===== config.mk =====
export PLATFORM = sky130hd
export DESIGN_NAME = xor_packet_deframer_unit
export DESIGN_NICKNAME = d
export VERILOG_FILES = /design/src/rtl/xpd_pkg.sv /design/src/rtl/xpd_payload_ram.sv /design/src/rtl/xpd_parser.sv /design/src/rtl/xpd_emitter.sv /design/src/rtl/xor_packet_deframer_unit.sv
export SDC_FILE = /design/constraint.sdc
export NUM_CORES = 1
export LEC_CHECK = 0
export ABC_AREA = 1
export BUFFER_PORTS_ARGS = -buffer_cell sky130_fd_sc_hd__buf_4
export CORE_MARGIN = 2
export CORE_UTILIZATION = 50
export CTS_BUF_LIST = sky130_fd_sc_hd__clkbuf_4 sky130_fd_sc_hd__clkbuf_8 sky130_fd_sc_hd__clkbuf_16
export DETAILED_ROUTE_END_ITERATION = 6
export PLACE_DENSITY = 0.69
export RECOVER_POWER = 100
export SETUP_SLACK_MARGIN = 0.5
export SYNTH_ARGS = -nofsm -noshare
export SYNTH_HDL_FRONTEND = slang
export SYNTH_HIERARCHICAL = 1
export SYNTH_SLANG_ARGS = --single-unit

===== constraint.sdc =====
create_clock -name clk -period 3.2 [get_ports clk]
set_input_delay 0.48 -clock clk [delete_from_list [all_inputs] [get_ports clk]]
set_output_delay 0.48 -clock clk [all_outputs]
set_load 0.03 [all_outputs]

===== src/rtl/xpd_pkg.sv =====
// xpd_pkg: shared types and constants for the xor packet deframer.
// No dependencies; imported by every module of the block.
`default_nettype none

package xpd_pkg;

  localparam int PAYLOAD_CAPACITY = 32;
  localparam int IDX_W            = $clog2(PAYLOAD_CAPACITY);
  localparam int CNT_W            = $clog2(PAYLOAD_CAPACITY + 1);
  localparam int BYTE_W           = 8;
  localparam int LEN_W            = 8;
  localparam int SLEN_W           = 6;
  localparam int CFG_IDX_W        = 2;

  localparam logic [BYTE_W-1:0] SYNC_RESET   = 8'hAA;
  localparam logic [BYTE_W-1:0] ACK_RESET    = 8'h11;
  localparam logic [BYTE_W-1:0] SENSOR_RESET = 8'h13;
  localparam logic [SLEN_W-1:0] SLEN_RESET   = 6'd16;

  typedef enum logic [CFG_IDX_W-1:0] {
    CFG_SYNC_BYTE      = 2'd0,
    CFG_ACK_COMMAND    = 2'd1,
    CFG_SENSOR_COMMAND = 2'd2,
    CFG_SENSOR_LENGTH  = 2'd3
  } cfg_idx_t;

  typedef struct packed {
    logic [BYTE_W-1:0] sync_byte;
    logic [BYTE_W-1:0] ack_command;
    logic [BYTE_W-1:0] sensor_command;
    logic [SLEN_W-1:0] sensor_length;
  } cfg_t;

  typedef enum logic [2:0] {
    PH_IDLE,
    PH_COMMAND,
    PH_LENGTH,
    PH_PAYLOAD,
    PH_CHECK
  } phase_t;

  typedef enum logic [1:0] {
    KIND_ACK    = 2'd0,
    KIND_SENSOR = 2'd1,
    KIND_ERROR  = 2'd2
  } kind_t;

  typedef enum logic [1:0] {
    REQ_NONE,
    REQ_ACK,
    REQ_ERR,
    REQ_SENSOR
  } req_op_t;

  typedef struct packed {
    req_op_t           op;
    logic [BYTE_W-1:0] command;
    logic [CNT_W-1:0]  count;
  } emit_req_t;

  typedef enum logic [1:0] {
    EM_IDLE,
    EM_FETCH,
    EM_SEND
  } em_state_t;

endpackage

`default_nettype wire


===== src/rtl/xpd_payload_ram.sv =====
// xpd_payload_ram: payload byte store, one write and one registered read port.
// Depends on xpd_pkg.
`default_nettype none

module xpd_payload_ram
  import xpd_pkg::*;
(
  input  wire logic              clk,
  input  wire logic              wr_en,
  input  wire logic [IDX_W-1:0]  wr_addr,
  input  wire logic [BYTE_W-1:0] wr_data,
  input  wire logic              rd_en,
  input  wire logic [IDX_W-1:0]  rd_addr,
  output logic      [BYTE_W-1:0] rd_data
);

  logic [BYTE_W-1:0] mem [PAYLOAD_CAPACITY];
  logic [BYTE_W-1:0] rd_data_r;

  always_ff @(posedge clk) begin
    if (wr_en) begin
      mem[wr_addr] <= wr_data;
    end
  end

  always_ff @(posedge clk) begin
    if (rd_en) begin
      rd_data_r <= mem[rd_addr];
    end
  end

  assign rd_data = rd_data_r;

endmodule

`default_nettype wire


===== src/rtl/xpd_parser.sv =====
// xpd_parser: frame parser; tracks phase, command, length and running xor,
// writes payload bytes into the store and posts result requests. Uses xpd_pkg.
`default_nettype none

module xpd_parser
  import xpd_pkg::*;
(
  input  wire logic              clk,
  input  wire logic              rst_n,
  input  wire cfg_t              cfg,
  input  wire logic              accept,
  input  wire logic [BYTE_W-1:0] rx_byte,
  output logic                   in_check,
  output logic                   wr_en,
  output logic      [IDX_W-1:0]  wr_addr,
  output logic      [BYTE_W-1:0] wr_data,
  output emit_req_t              req
);

  phase_t            phase_r, phase_nxt;
  logic [BYTE_W-1:0] cmd_r, cmd_nxt;
  logic [LEN_W-1:0]  len_r, len_nxt;
  logic [CNT_W-1:0]  count_r, count_nxt;
  logic [BYTE_W-1:0] xor_r, xor_nxt;

  logic [CNT_W-1:0]  count_inc;
  logic              has_room;
  logic              sum_ok;

  assign count_inc = count_r + CNT_W'(1);
  assign has_room  = (count_r < CNT_W'(PAYLOAD_CAPACITY));
  assign sum_ok    = (rx_byte == xor_r);
  assign in_check  = (phase_r == PH_CHECK);

  always_comb begin
    phase_nxt = phase_r;
    if (accept) begin
      unique case (phase_r)
        PH_IDLE: begin
          if (rx_byte == cfg.sync_byte) phase_nxt = PH_COMMAND;
        end
        PH_COMMAND: phase_nxt = PH_LENGTH;
        PH_LENGTH: begin
          phase_nxt = (rx_byte == '0) ? PH_CHECK : PH_PAYLOAD;
        end
        PH_PAYLOAD: begin
          if (!has_room) phase_nxt = PH_IDLE;
          else if (LEN_W'(count_inc) >= len_r) phase_nxt = PH_CHECK;
        end
        PH_CHECK: phase_nxt = PH_IDLE;
        default:  phase_nxt = PH_IDLE;
      endcase
    end
  end

  always_comb begin
    cmd_nxt     = cmd_r;
    len_nxt     = len_r;
    count_nxt   = count_r;
    xor_nxt     = xor_r;
    wr_en       = 1'b0;
    wr_addr     = count_r[IDX_W-1:0];
    wr_data     = rx_byte;
    req.op      = REQ_NONE;
    req.command = cmd_r;
    req.count   = count_r;
    if (accept) begin
      unique case (phase_r)
        PH_IDLE: ;
        PH_COMMAND: begin
          cmd_nxt = rx_byte;
          xor_nxt = rx_byte;
        end
        PH_LENGTH: begin
          len_nxt   = rx_byte;
          xor_nxt   = xor_r ^ rx_byte;
          count_nxt = '0;
        end
        PH_PAYLOAD: begin
          if (has_room) begin
            wr_en     = 1'b1;
            xor_nxt   = xor_r ^ rx_byte;
            count_nxt = count_inc;
          end else begin
            cmd_nxt   = '0;
            len_nxt   = '0;
            count_nxt = '0;
            xor_nxt   = '0;
          end
        end
        PH_CHECK: begin
          if (!sum_ok) begin
            req.op = REQ_ERR;
          end else if (cmd_r == cfg.ack_command && len_r != '0) begin
            req.op = REQ_ACK;
          end else if (cmd_r == cfg.sensor_command &&
                       len_r == LEN_W'(cfg.sensor_length) && count_r != '0) begin
            req.op = REQ_SENSOR;
          end
          cmd_nxt   = '0;
          len_nxt   = '0;
          count_nxt = '0;
          xor_nxt   = '0;
        end
        default: begin
          cmd_nxt   = '0;
          len_nxt   = '0;
          count_nxt = '0;
          xor_nxt   = '0;
        end
      endcase
    end
  end

  always_ff @(posedge clk) begin
    if (!rst_n) begin
      phase_r <= PH_IDLE;
      cmd_r   <= '0;
      len_r   <= '0;
      count_r <= '0;
      xor_r   <= '0;
    end else begin
      phase_r <= phase_nxt;
      cmd_r   <= cmd_nxt;
      len_r   <= len_nxt;
      count_r <= count_nxt;
      xor_r   <= xor_nxt;
    end
  end

endmodule

`default_nettype wire


===== src/rtl/xpd_emitter.sv =====
// xpd_emitter: result output register and payload replay sequencer that
// reads the payload store. Uses xpd_pkg.
`default_nettype none

module xpd_emitter
  import xpd_pkg::*;
(
  input  wire logic              clk,
  input  wire logic              rst_n,
  input  wire emit_req_t         req,
  output logic                   busy,
  output logic                   rd_en,
  output logic      [IDX_W-1:0]  rd_addr,
  input  wire logic [BYTE_W-1:0] rd_data,
  output logic                   out_valid,
  input  wire logic              out_stall,
  output logic      [1:0]        out_kind,
  output logic      [BYTE_W-1:0] out_frame_command,
  output logic      [BYTE_W-1:0] out_data_byte,
  output logic                   out_last
);

  em_state_t         state_r, state_nxt;
  logic [CNT_W-1:0]  idx_r, idx_nxt;
  logic [CNT_W-1:0]  cnt_r, cnt_nxt;
  logic [BYTE_W-1:0] cmd_r, cmd_nxt;

  logic              ov_r, ov_nxt;
  kind_t             kind_r, kind_nxt;
  logic [BYTE_W-1:0] ocmd_r, ocmd_nxt;
  logic [BYTE_W-1:0] data_r, data_nxt;
  logic              last_r, last_nxt;

  logic              out_free;
  logic              load;
  logic              last_item;
  logic [CNT_W-1:0]  idx_inc;

  assign out_free  = !ov_r || !out_stall;
  assign load      = (state_r == EM_SEND) && out_free;
  assign idx_inc   = idx_r + CNT_W'(1);
  assign last_item = (idx_inc == cnt_r);
  assign busy      = (state_r != EM_IDLE);

  always_comb begin
    state_nxt = state_r;
    unique case (state_r)
      EM_IDLE: begin
        if (req.op == REQ_SENSOR) state_nxt = EM_FETCH;
      end
      EM_FETCH: state_nxt = EM_SEND;
      EM_SEND: begin
        if (load && last_item) state_nxt = EM_IDLE;
      end
      default: state_nxt = EM_IDLE;
    endcase
  end

  always_comb begin
    idx_nxt  = idx_r;
    cnt_nxt  = cnt_r;
    cmd_nxt  = cmd_r;
    rd_en    = 1'b0;
    rd_addr  = idx_r[IDX_W-1:0];
    ov_nxt   = ov_r && out_stall;
    kind_nxt = kind_r;
    ocmd_nxt = ocmd_r;
    data_nxt = data_r;
    last_nxt = last_r;
    unique case (state_r)
      EM_IDLE: begin
        case (req.op) inside
          REQ_ACK, REQ_ERR: begin
            ov_nxt   = 1'b1;
            kind_nxt = (req.op == REQ_ACK) ? KIND_ACK : KIND_ERROR;
            ocmd_nxt = req.command;
            data_nxt = '0;
            last_nxt = 1'b1;
          end
          REQ_SENSOR: begin
            idx_nxt = '0;
            cnt_nxt = req.count;
            cmd_nxt = req.command;
          end
          default: ;
        endcase
      end
      EM_FETCH: begin
        rd_en = 1'b1;
      end
      EM_SEND: begin
        rd_addr = idx_inc[IDX_W-1:0];
        if (load) begin
          ov_nxt   = 1'b1;
          kind_nxt = KIND_SENSOR;
          ocmd_nxt = cmd_r;
          data_nxt = rd_data;
          last_nxt = last_item;
          idx_nxt  = idx_inc;
          rd_en    = !last_item;
        end
      end
      default: ;
    endcase
  end

  always_ff @(posedge clk) begin
    if (!rst_n) begin
      state_r <= EM_IDLE;
      ov_r    <= 1'b0;
    end else begin
      state_r <= state_nxt;
      ov_r    <= ov_nxt;
    end
  end

  always_ff @(posedge clk) begin
    idx_r  <= idx_nxt;
    cnt_r  <= cnt_nxt;
    cmd_r  <= cmd_nxt;
    kind_r <= kind_nxt;
    ocmd_r <= ocmd_nxt;
    data_r <= data_nxt;
    last_r <= last_nxt;
  end

  assign out_valid         = ov_r;
  assign out_kind          = kind_r;
  assign out_frame_command = ocmd_r;
  assign out_data_byte     = data_r;
  assign out_last          = last_r;

  a_req_when_idle: assert property (@(posedge clk) disable iff (!rst_n)
    (req.op != REQ_NONE) |-> (state_r == EM_IDLE))
    else $error("result request while replay active");

  a_single_needs_room: assert property (@(posedge clk) disable iff (!rst_n)
    (req.op == REQ_ACK || req.op == REQ_ERR) |-> !ov_r)
    else $error("single result request with output register full");

  a_idx_in_range: assert property (@(posedge clk) disable iff (!rst_n)
    (state_r == EM_SEND) |-> (idx_r < cnt_r))
    else $error("replay index past count");

  a_fetch_to_send: assert property (@(posedge clk) disable iff (!rst_n)
    (state_r == EM_FETCH) |=> (state_r == EM_SEND))
    else $error("fetch not followed by send");

endmodule

`default_nettype wire


===== src/rtl/xor_packet_deframer_unit.sv =====
// xor_packet_deframer_unit: top level; configuration registers, parser,
// payload store and result emitter. Uses xpd_pkg and all xpd_* modules.
// Ack and checksum-error results appear in the cycle after the checksum byte;
// sensor replay goes via fetch and send, then one payload byte per unstalled cycle.
// Throughput: one byte per cycle; in_stall is high while a replay reads the store
// and while a checksum byte waits for the output register to drain.
// Reset: synchronous, active low; parser idle, output empty, registers at defaults.
`default_nettype none

module xor_packet_deframer_unit
  import xpd_pkg::*;
(
  input  wire logic                 clk,
  input  wire logic                 rst_n,
  input  wire logic                 cfg_we,
  input  wire logic [CFG_IDX_W-1:0] cfg_index,
  input  wire logic [BYTE_W-1:0]    cfg_data,
  input  wire logic                 in_valid,
  output logic                      in_stall,
  input  wire logic [BYTE_W-1:0]    in_rx_byte,
  output logic                      out_valid,
  input  wire logic                 out_stall,
  output logic      [1:0]           out_kind,
  output logic      [BYTE_W-1:0]    out_frame_command,
  output logic      [BYTE_W-1:0]    out_data_byte,
  output logic                      out_last
);

  cfg_t              cfg_r, cfg_nxt;
  emit_req_t         req;
  logic              accept;
  logic              in_check;
  logic              emit_busy;
  logic              wr_en;
  logic [IDX_W-1:0]  wr_addr;
  logic [BYTE_W-1:0] wr_data;
  logic              rd_en;
  logic [IDX_W-1:0]  rd_addr;
  logic [BYTE_W-1:0] rd_data;

  always_comb begin
    cfg_nxt = cfg_r;
    if (cfg_we) begin
      unique case (cfg_idx_t'(cfg_index))
        CFG_SYNC_BYTE:      cfg_nxt.sync_byte      = cfg_data;
        CFG_ACK_COMMAND:    cfg_nxt.ack_command    = cfg_data;
        CFG_SENSOR_COMMAND: cfg_nxt.sensor_command = cfg_data;
        CFG_SENSOR_LENGTH:  cfg_nxt.sensor_length  = cfg_data[SLEN_W-1:0];
        default: ;
      endcase
    end
  end

  always_ff @(posedge clk) begin
    if (!rst_n) begin
      cfg_r.sync_byte      <= SYNC_RESET;
      cfg_r.ack_command    <= ACK_RESET;
      cfg_r.sensor_command <= SENSOR_RESET;
      cfg_r.sensor_length  <= SLEN_RESET;
    end else begin
      cfg_r <= cfg_nxt;
    end
  end

  assign in_stall = emit_busy || (in_check && out_valid);
  assign accept   = in_valid && !in_stall;

  xpd_parser u_parser (
    .clk      (clk),
    .rst_n    (rst_n),
    .cfg      (cfg_r),
    .accept   (accept),
    .rx_byte  (in_rx_byte),
    .in_check (in_check),
    .wr_en    (wr_en),
    .wr_addr  (wr_addr),
    .wr_data  (wr_data),
    .req      (req)
  );

  xpd_payload_ram u_ram (
    .clk     (clk),
    .wr_en   (wr_en),
    .wr_addr (wr_addr),
    .wr_data (wr_data),
    .rd_en   (rd_en),
    .rd_addr (rd_addr),
    .rd_data (rd_data)
  );

  xpd_emitter u_emitter (
    .clk               (clk),
    .rst_n             (rst_n),
    .req               (req),
    .busy              (emit_busy),
    .rd_en             (rd_en),
    .rd_addr           (rd_addr),
    .rd_data           (rd_data),
    .out_valid         (out_valid),
    .out_stall         (out_stall),
    .out_kind          (out_kind),
    .out_frame_command (out_frame_command),
    .out_data_byte     (out_data_byte),
    .out_last          (out_last)
  );

endmodule

`default_nettype wire

# Word level (Yosys, flattened, before mapping)
# Memories as Yosys holds them, arrays and structs flattened. A register that Yosys moved wholly into a read port is not among the register bits.
# Cells that the tools add are included.
# W data, S select, Z words.
dict set report classes {
  bitwise_logic 5
  eq_ne 26
  reduce_logical 38
  n_lt_le_gt_ge 2
  n_mux 48
  addsub 2
}
# op count
set ops {}
lappend ops {{$mux W8} 6}
lappend ops {{$pmux W8 S3} 2}
lappend ops {{$eq A8 B8 Y1} 4}
lappend ops {{$pmux W8 S2} 2}
lappend ops {{$pmux W8 S4} 1}
lappend ops {{$mux W6} 4}
lappend ops {{$pmux W6 S2} 2}
lappend ops {{$mux W2} 10}
lappend ops {{$reduce_and A3 Y1} 5}
lappend ops {{$reduce_and A2 Y1} 7}
lappend ops {{$add A6 B1 Y6 const B} 2}
lappend ops {{$mux W3} 4}
lappend ops {{$pmux W3 S4} 1}
lappend ops {{$eq A2 B2 Y1 const B} 5}
lappend ops {{$mux W1} 10}
lappend ops {{$eq A8 B6 Y1} 1}
lappend ops {{$ge A6 B8 Y1} 1}
lappend ops {{$logic_and A1 B1 Y1} 8}
lappend ops {{$logic_not A8 Y1} 1}
lappend ops {{$ne A2 B1 Y1 const B} 4}
lappend ops {{$reduce_bool A8 Y1} 1}
lappend ops {{$xor A8 B8 Y8} 1}
lappend ops {{$eq A2 B1 Y1 const B} 3}
lappend ops {{$eq A3 B2 Y1 const B} 2}
lappend ops {{other kinds (19)} 34}
dict set report totals {
  inputBits 23
  register_bits 105
  n_memories 1
  ram_bits 256
}
# memory depth word_bits rd rd_ports_with_merged_regs wr line_no
set mem_list {}
lappend mem_list {u_ram.mem 32 8 1 1 1 xpd_payload_ram.sv:17} ;# logic [BYTE_W-1:0] mem [PAYLOAD_CAPACITY];

# Depth between registers and ports, before layout
dict set report depth {
  depth_word 12
  ltp_mapped 16
}

# Modules after synthesis
# Netlist, hierarchy kept.
# module cells_each n_inst area_per_inst_um2
set by_module_without_submodules {}
lappend by_module_without_submodules {xpd_payload_ram 922 1 10866.7}
lappend by_module_without_submodules {xpd_parser 354 1 2409.8}
lappend by_module_without_submodules {xpd_emitter 190 1 1938.1}
lappend by_module_without_submodules {xor_packet_deframer_unit 180 1 1288.7}

# Worst setup path before layout
# OpenSTA, ideal clock, no wires.
dict set report synth_path {
  path_kind {flip-flop to flip-flop}
  start {reg u_emitter.state_r[0]}
  end {reg u_emitter.data_r[0], in the netlist u_emitter/out_data_byte[0], enable pin}
  stages_incl_launch_ff 12
  required_time_ps 2799
  arrival_ps 3071
  setup_time_ps 401
  synth_period_minus_slack_ps 3472
  path_buffers 0
  path_slack_ps -272
  path_cell_list {dfxtp_1 -> inv_1 -> ha_1 -> inv_1 -> a21o_1 -> nor2_1 -> inv_1 -> nor2_1 -> a21boi_0 -> inv_1 -> ha_1 -> a21oi_1}
}
# item line_no
set synth_rtl {}
lappend synth_rtl {{from (decl)} xpd_emitter.sv:23} ;# em_state_t state_r, state_nxt;
lappend synth_rtl {{from (signal assigned)} xpd_emitter.sv:112} ;# state_r <= state_nxt;
lappend synth_rtl {{to (signal assigned)} xpd_emitter.sv:123} ;# data_r <= data_nxt;
lappend synth_rtl {{to (decl)} xpd_emitter.sv:31} ;# logic [BYTE_W-1:0] data_r, data_nxt;

# Worst setup path in the final report
dict set report layout_path {
  start {reg u_emitter.state_r[0]}
  end {mem u_ram.mem[15][6], enable pin}
}
dict set report layout_between {
  elab_chain_cells 7
}
# item line_no
set layout_lines {}
lappend layout_lines {{$reduce_bool A2 Y1} xpd_emitter.sv:43} ;# assign busy = (state_r != EM_IDLE);
lappend layout_lines {{named net emit_busy} xor_packet_deframer_unit.sv:33} ;# logic emit_busy;
lappend layout_lines {{$logic_or A1 B1 Y1} xor_packet_deframer_unit.sv:65} ;# assign in_stall = emit_busy || (in_check && out_valid);
lappend layout_lines {{$logic_not A1 Y1} xor_packet_deframer_unit.sv:66} ;# assign accept = in_valid && !in_stall;
lappend layout_lines {{$logic_and A1 B1 Y1} xor_packet_deframer_unit.sv:66}
lappend layout_lines {{named net accept} xor_packet_deframer_unit.sv:31} ;# logic accept;
lappend layout_lines {{$mux W1} xpd_parser.sv:67} ;# if (accept) begin
lappend layout_lines {{named net wr_en} xor_packet_deframer_unit.sv:34} ;# logic wr_en;
lappend layout_lines {{$mux W1} xpd_payload_ram.sv:21} ;# if (wr_en) begin
lappend layout_lines {{$mux W1 (implied by the code)} xpd_payload_ram.sv:22} ;# mem[wr_addr] <= wr_data;
lappend layout_lines {{to (decl)} xpd_payload_ram.sv:17}
# The timed path passes the listed nets, and every way through them passes these cells.

==> results_dict.tcl <==
set metrics [dict create \
    status "complete, but fails checks" \
    violations "max-capacitance violations, max-slew violations" \
    drive_above_1_share 0.103 \
    port_buffers 43 \
    grt_max_degree 129 \
    num_rows 66 \
    final.fill_count 2818 \
    final_min_period_over_clock_period 0.871 \
    slew-limit-headroom -0.432 \
    cts.sinks 369 \
    most-common-layout-cells "nand2_1 (540), edfxtp_1 (303), nand3_1 (249), nor2_1 (120), inv_1 (101)" \
    cpPeakStageDelay_ps 490 \
    dr.first_iter.drc_count 1303 \
    timing.hold.worst.class "in2reg" \
    insertedDiodeCount 0 \
    post_drt_wl_per_cell_um 18.3 \
    path_cells "inv_1 > ha_4 > inv_1 > a21o_2 > nor2_4 > inv_1 > nor2_1 > nand3_1 > nor2_1 > clkbuf_1" \
    die_width_um 186 \
    syn_nets 1685 \
    detailed_place_hpwl_um 24500 \
    grt_pass1_wl_um 60400 \
    worst_skew_pair.late_latency_ps 530 \
    critical-path-top-delay-family "simple AND/OR/NAND/NOR gates" \
    final.min_clock_period_ps 2790 \
    critical_path.startpoint_type "flop" \
    grt_antenna_before_repair 0 \
    start_util 0.507 \
    finalWirelength_um 40000 \
    part_of_the_yosys_area_used_for_sequential_elements 0.631 \
    tritoncts_clock_tree "built" \
    layout.cells.most_common "nand2_1" \
    drcViolationCount 0 \
    cell_area_after_synthesis_um2 16500 \
    final.setup.tns_ps 0 \
    maximum_clock_insertion_buffer_count 3 \
    clock_tree.htree_level_count 2 \
    tritoncts.num_buffers 39 \
    max_freq_mhz 359 \
    chipHeight_um 186 \
    first_global_vias 11100 \
    report.final.hold_viol_count 0 \
    maxSlewViolCount 158 \
    yosys-top-cells-area "edfxtp_1 (55%), nand2_1 (12%), dfxtp_1 (8.0%)" \
    crit_path_end_kind "flop" \
    cpMaxStageDelayCell "nor2_1" \
    leakage_uw 0.00719 \
    max_cap_viol_count 5 \
    critPathMaxFanout 9 \
    irDropWorstVdd_uv 367 \
    boundaryPins 44 \
    critical_path_required_ps 3390 \
    gp_congestion 0.859 \
    clockRootBuffer "clkbuf_16" \
    core_area_um2 32500 \
    clock-skew-final_ps 13.2 \
    ys_seq_elements 369 \
    worst_margin_pin_slew_ps 2150 \
    cp_common_cell "inv_1" \
    grt_util_all_layers 0.228 \
    post_synth.cell_area_avg_um2 10.0 \
    fin_total_pwr_uw 11400 \
    netlist_instances 1646 \
    number_of_iterations_in_the_first_detailed_routing_pass 6 \
    ys.warnings.count 6 \
    post-synth-top-area-fraction 0.551 \
    multi_input_logic_area_um2 5040 \
    yosys.cell_types.count 44 \
    crit_type "reg2reg" \
    unrepaired_setup_endpoints_after_global_routing "no" \
    final_nets 1751 \
    critPathBufInv 4 \
    ant_nets 0 \
    die_area_um2 34500 \
    global_route.overflow_total 0 \
    area.sequential_um2 10400 \
    syn_to_final_growth_pct 12.2 \
    power_density_over_cell_area_nw_per_um2 616 \
    synth_top_area_cell "edfxtp_1" \
    cts.reportedPaths.clkPinSlew_ps 60 \
    routed-via-count 11900 \
    worst_ep_arrival_time_ps 2980 \
    route.detailed.vias_per_inst 5.47 \
    timing.final.setup_violations 0 \
]
==> per-layer routing <==
layer | vias up | part of all wire | routed length [um] | track usage
met5 | - | 0 | 0 | 0
met4 | 0 | 0.022 | 880 | 0.0633
met2 | 433 | 0.48 | 19200 | 0.374
met1 | 5799 | 0.43 | 17300 | 0.317
li1 | 5634 | - | - | -
met3 | 79 | 0.068 | 2730 | 0.0358
==> Yosys cell counts, drive strengths merged <==
cell type	number
clkbuf	14
nor3b	1
o21ai	33
a21o	1
edfxtp	303
nand3b	1
buf	70
nor3	4
a211oi	5
dfxtp	66
or2	1
inv	112
nand4	11
nor2	129
xor2	7
a22oi	2
o21a	2
clkinv	1
a21oi	44
o21bai	5
xnor2	20
ha	16
a21boi	3
nand2	543
nand3	252
==> worst reg2reg max path: cells and delay by family (launching register included) <==
kind	cells	cell delay, ps
AO/OA/AOI/OAI	1	220
adder cells (fa/ha/maj)	1	190
buffers and inverters	4	590
flip-flops	1	320
AND/OR/NAND/NOR	4	1130
==> kinds of logic (layout without fill, tap and decap cells) <==
group	Yosys count	in the layout	share of synthesized area
DFF	369	369	0.631
adders and majority gates	16	16	0.0121
AOI/OAI and AO/OA	95	95	0.0351
buffers and inverters	197	292	0.0652
and+or+nand+nor	942	942	0.242
xor gates and xnor gates	27	27	0.0143
==> path summary, 6_finish.rpt <==
kind	end	start	depth (start not counted)	slack, ps
setup / recovery	u_ram/mem[15][6]	u_emitter/state_r[0]	10	410
hold / removal	cfg_r[20]	cfg_data[6]	3	200
setup reg to reg	u_ram/mem[15][6]	u_emitter/state_r[0]	10	410
hold reg to reg	cfg_r[6]	cfg_r[6]	2	460
==> report_power, final <==
| group | internal (uW) | switching [uW] |
|---|---|---|
| sequential | 5450 | 199 |
| combinational | 417 | 973 |
| clock | 2590 | 1780 |
==> area by class of cell <==
type,count,area share
sequential,369,0.563
multi-input combinational,1080,0.272
clock buffer,52,0.0597
timing repair buffer,109,0.0442
tap,442,0.0299
inverter,113,0.0232
clock inverter,18,0.00784
==> what timing repair did <==
| action | 4_1_cts | 5_1_grt |
|---|---|---|
| gates resized for setup | 5 | 22 |
| hold buffers | 0 | 0 |
| pin swaps | 1 | 1 |
| cloned | 0 | 4 |
| buffers inserted | 1 | 1 |
| setup endpoints to repair | 70 | 162 |
==> flip-flops by register name, summed over array words and instances (netlist names) <==
name,count
u_ram/mem,256
cfg_r,30
u_emitter/cmd_r,8
u_emitter/out_data_byte,8
u_emitter/out_frame_command,8
u_parser/cmd_r,8
u_parser/len_r,8
u_parser/xor_r,8
u_ram/rd_data,8
u_emitter/cnt_r,6
u_emitter/idx_r,6
u_parser/count_r,6
u_parser/phase_r,3
u_emitter/out_kind,2
u_emitter/state_r,2
u_emitter/out_last,1
u_emitter/out_valid,1
==> per-stage QoR <==
stage	hold slack [ps]	utilization	setup WS (ps)	cells	instance area (um2)
after global routing	221	0.569	255	2183	18500
final	203	0.569	414	2183	18500
after CTS	193	0.570	503	2178	18600
after detailed placement	449	0.531	344	2107	17300
after global placement	444	0.531	442	2107	17300
after floorplan	429	-	527	1646	16500
(Power assumes the default switching activity.)
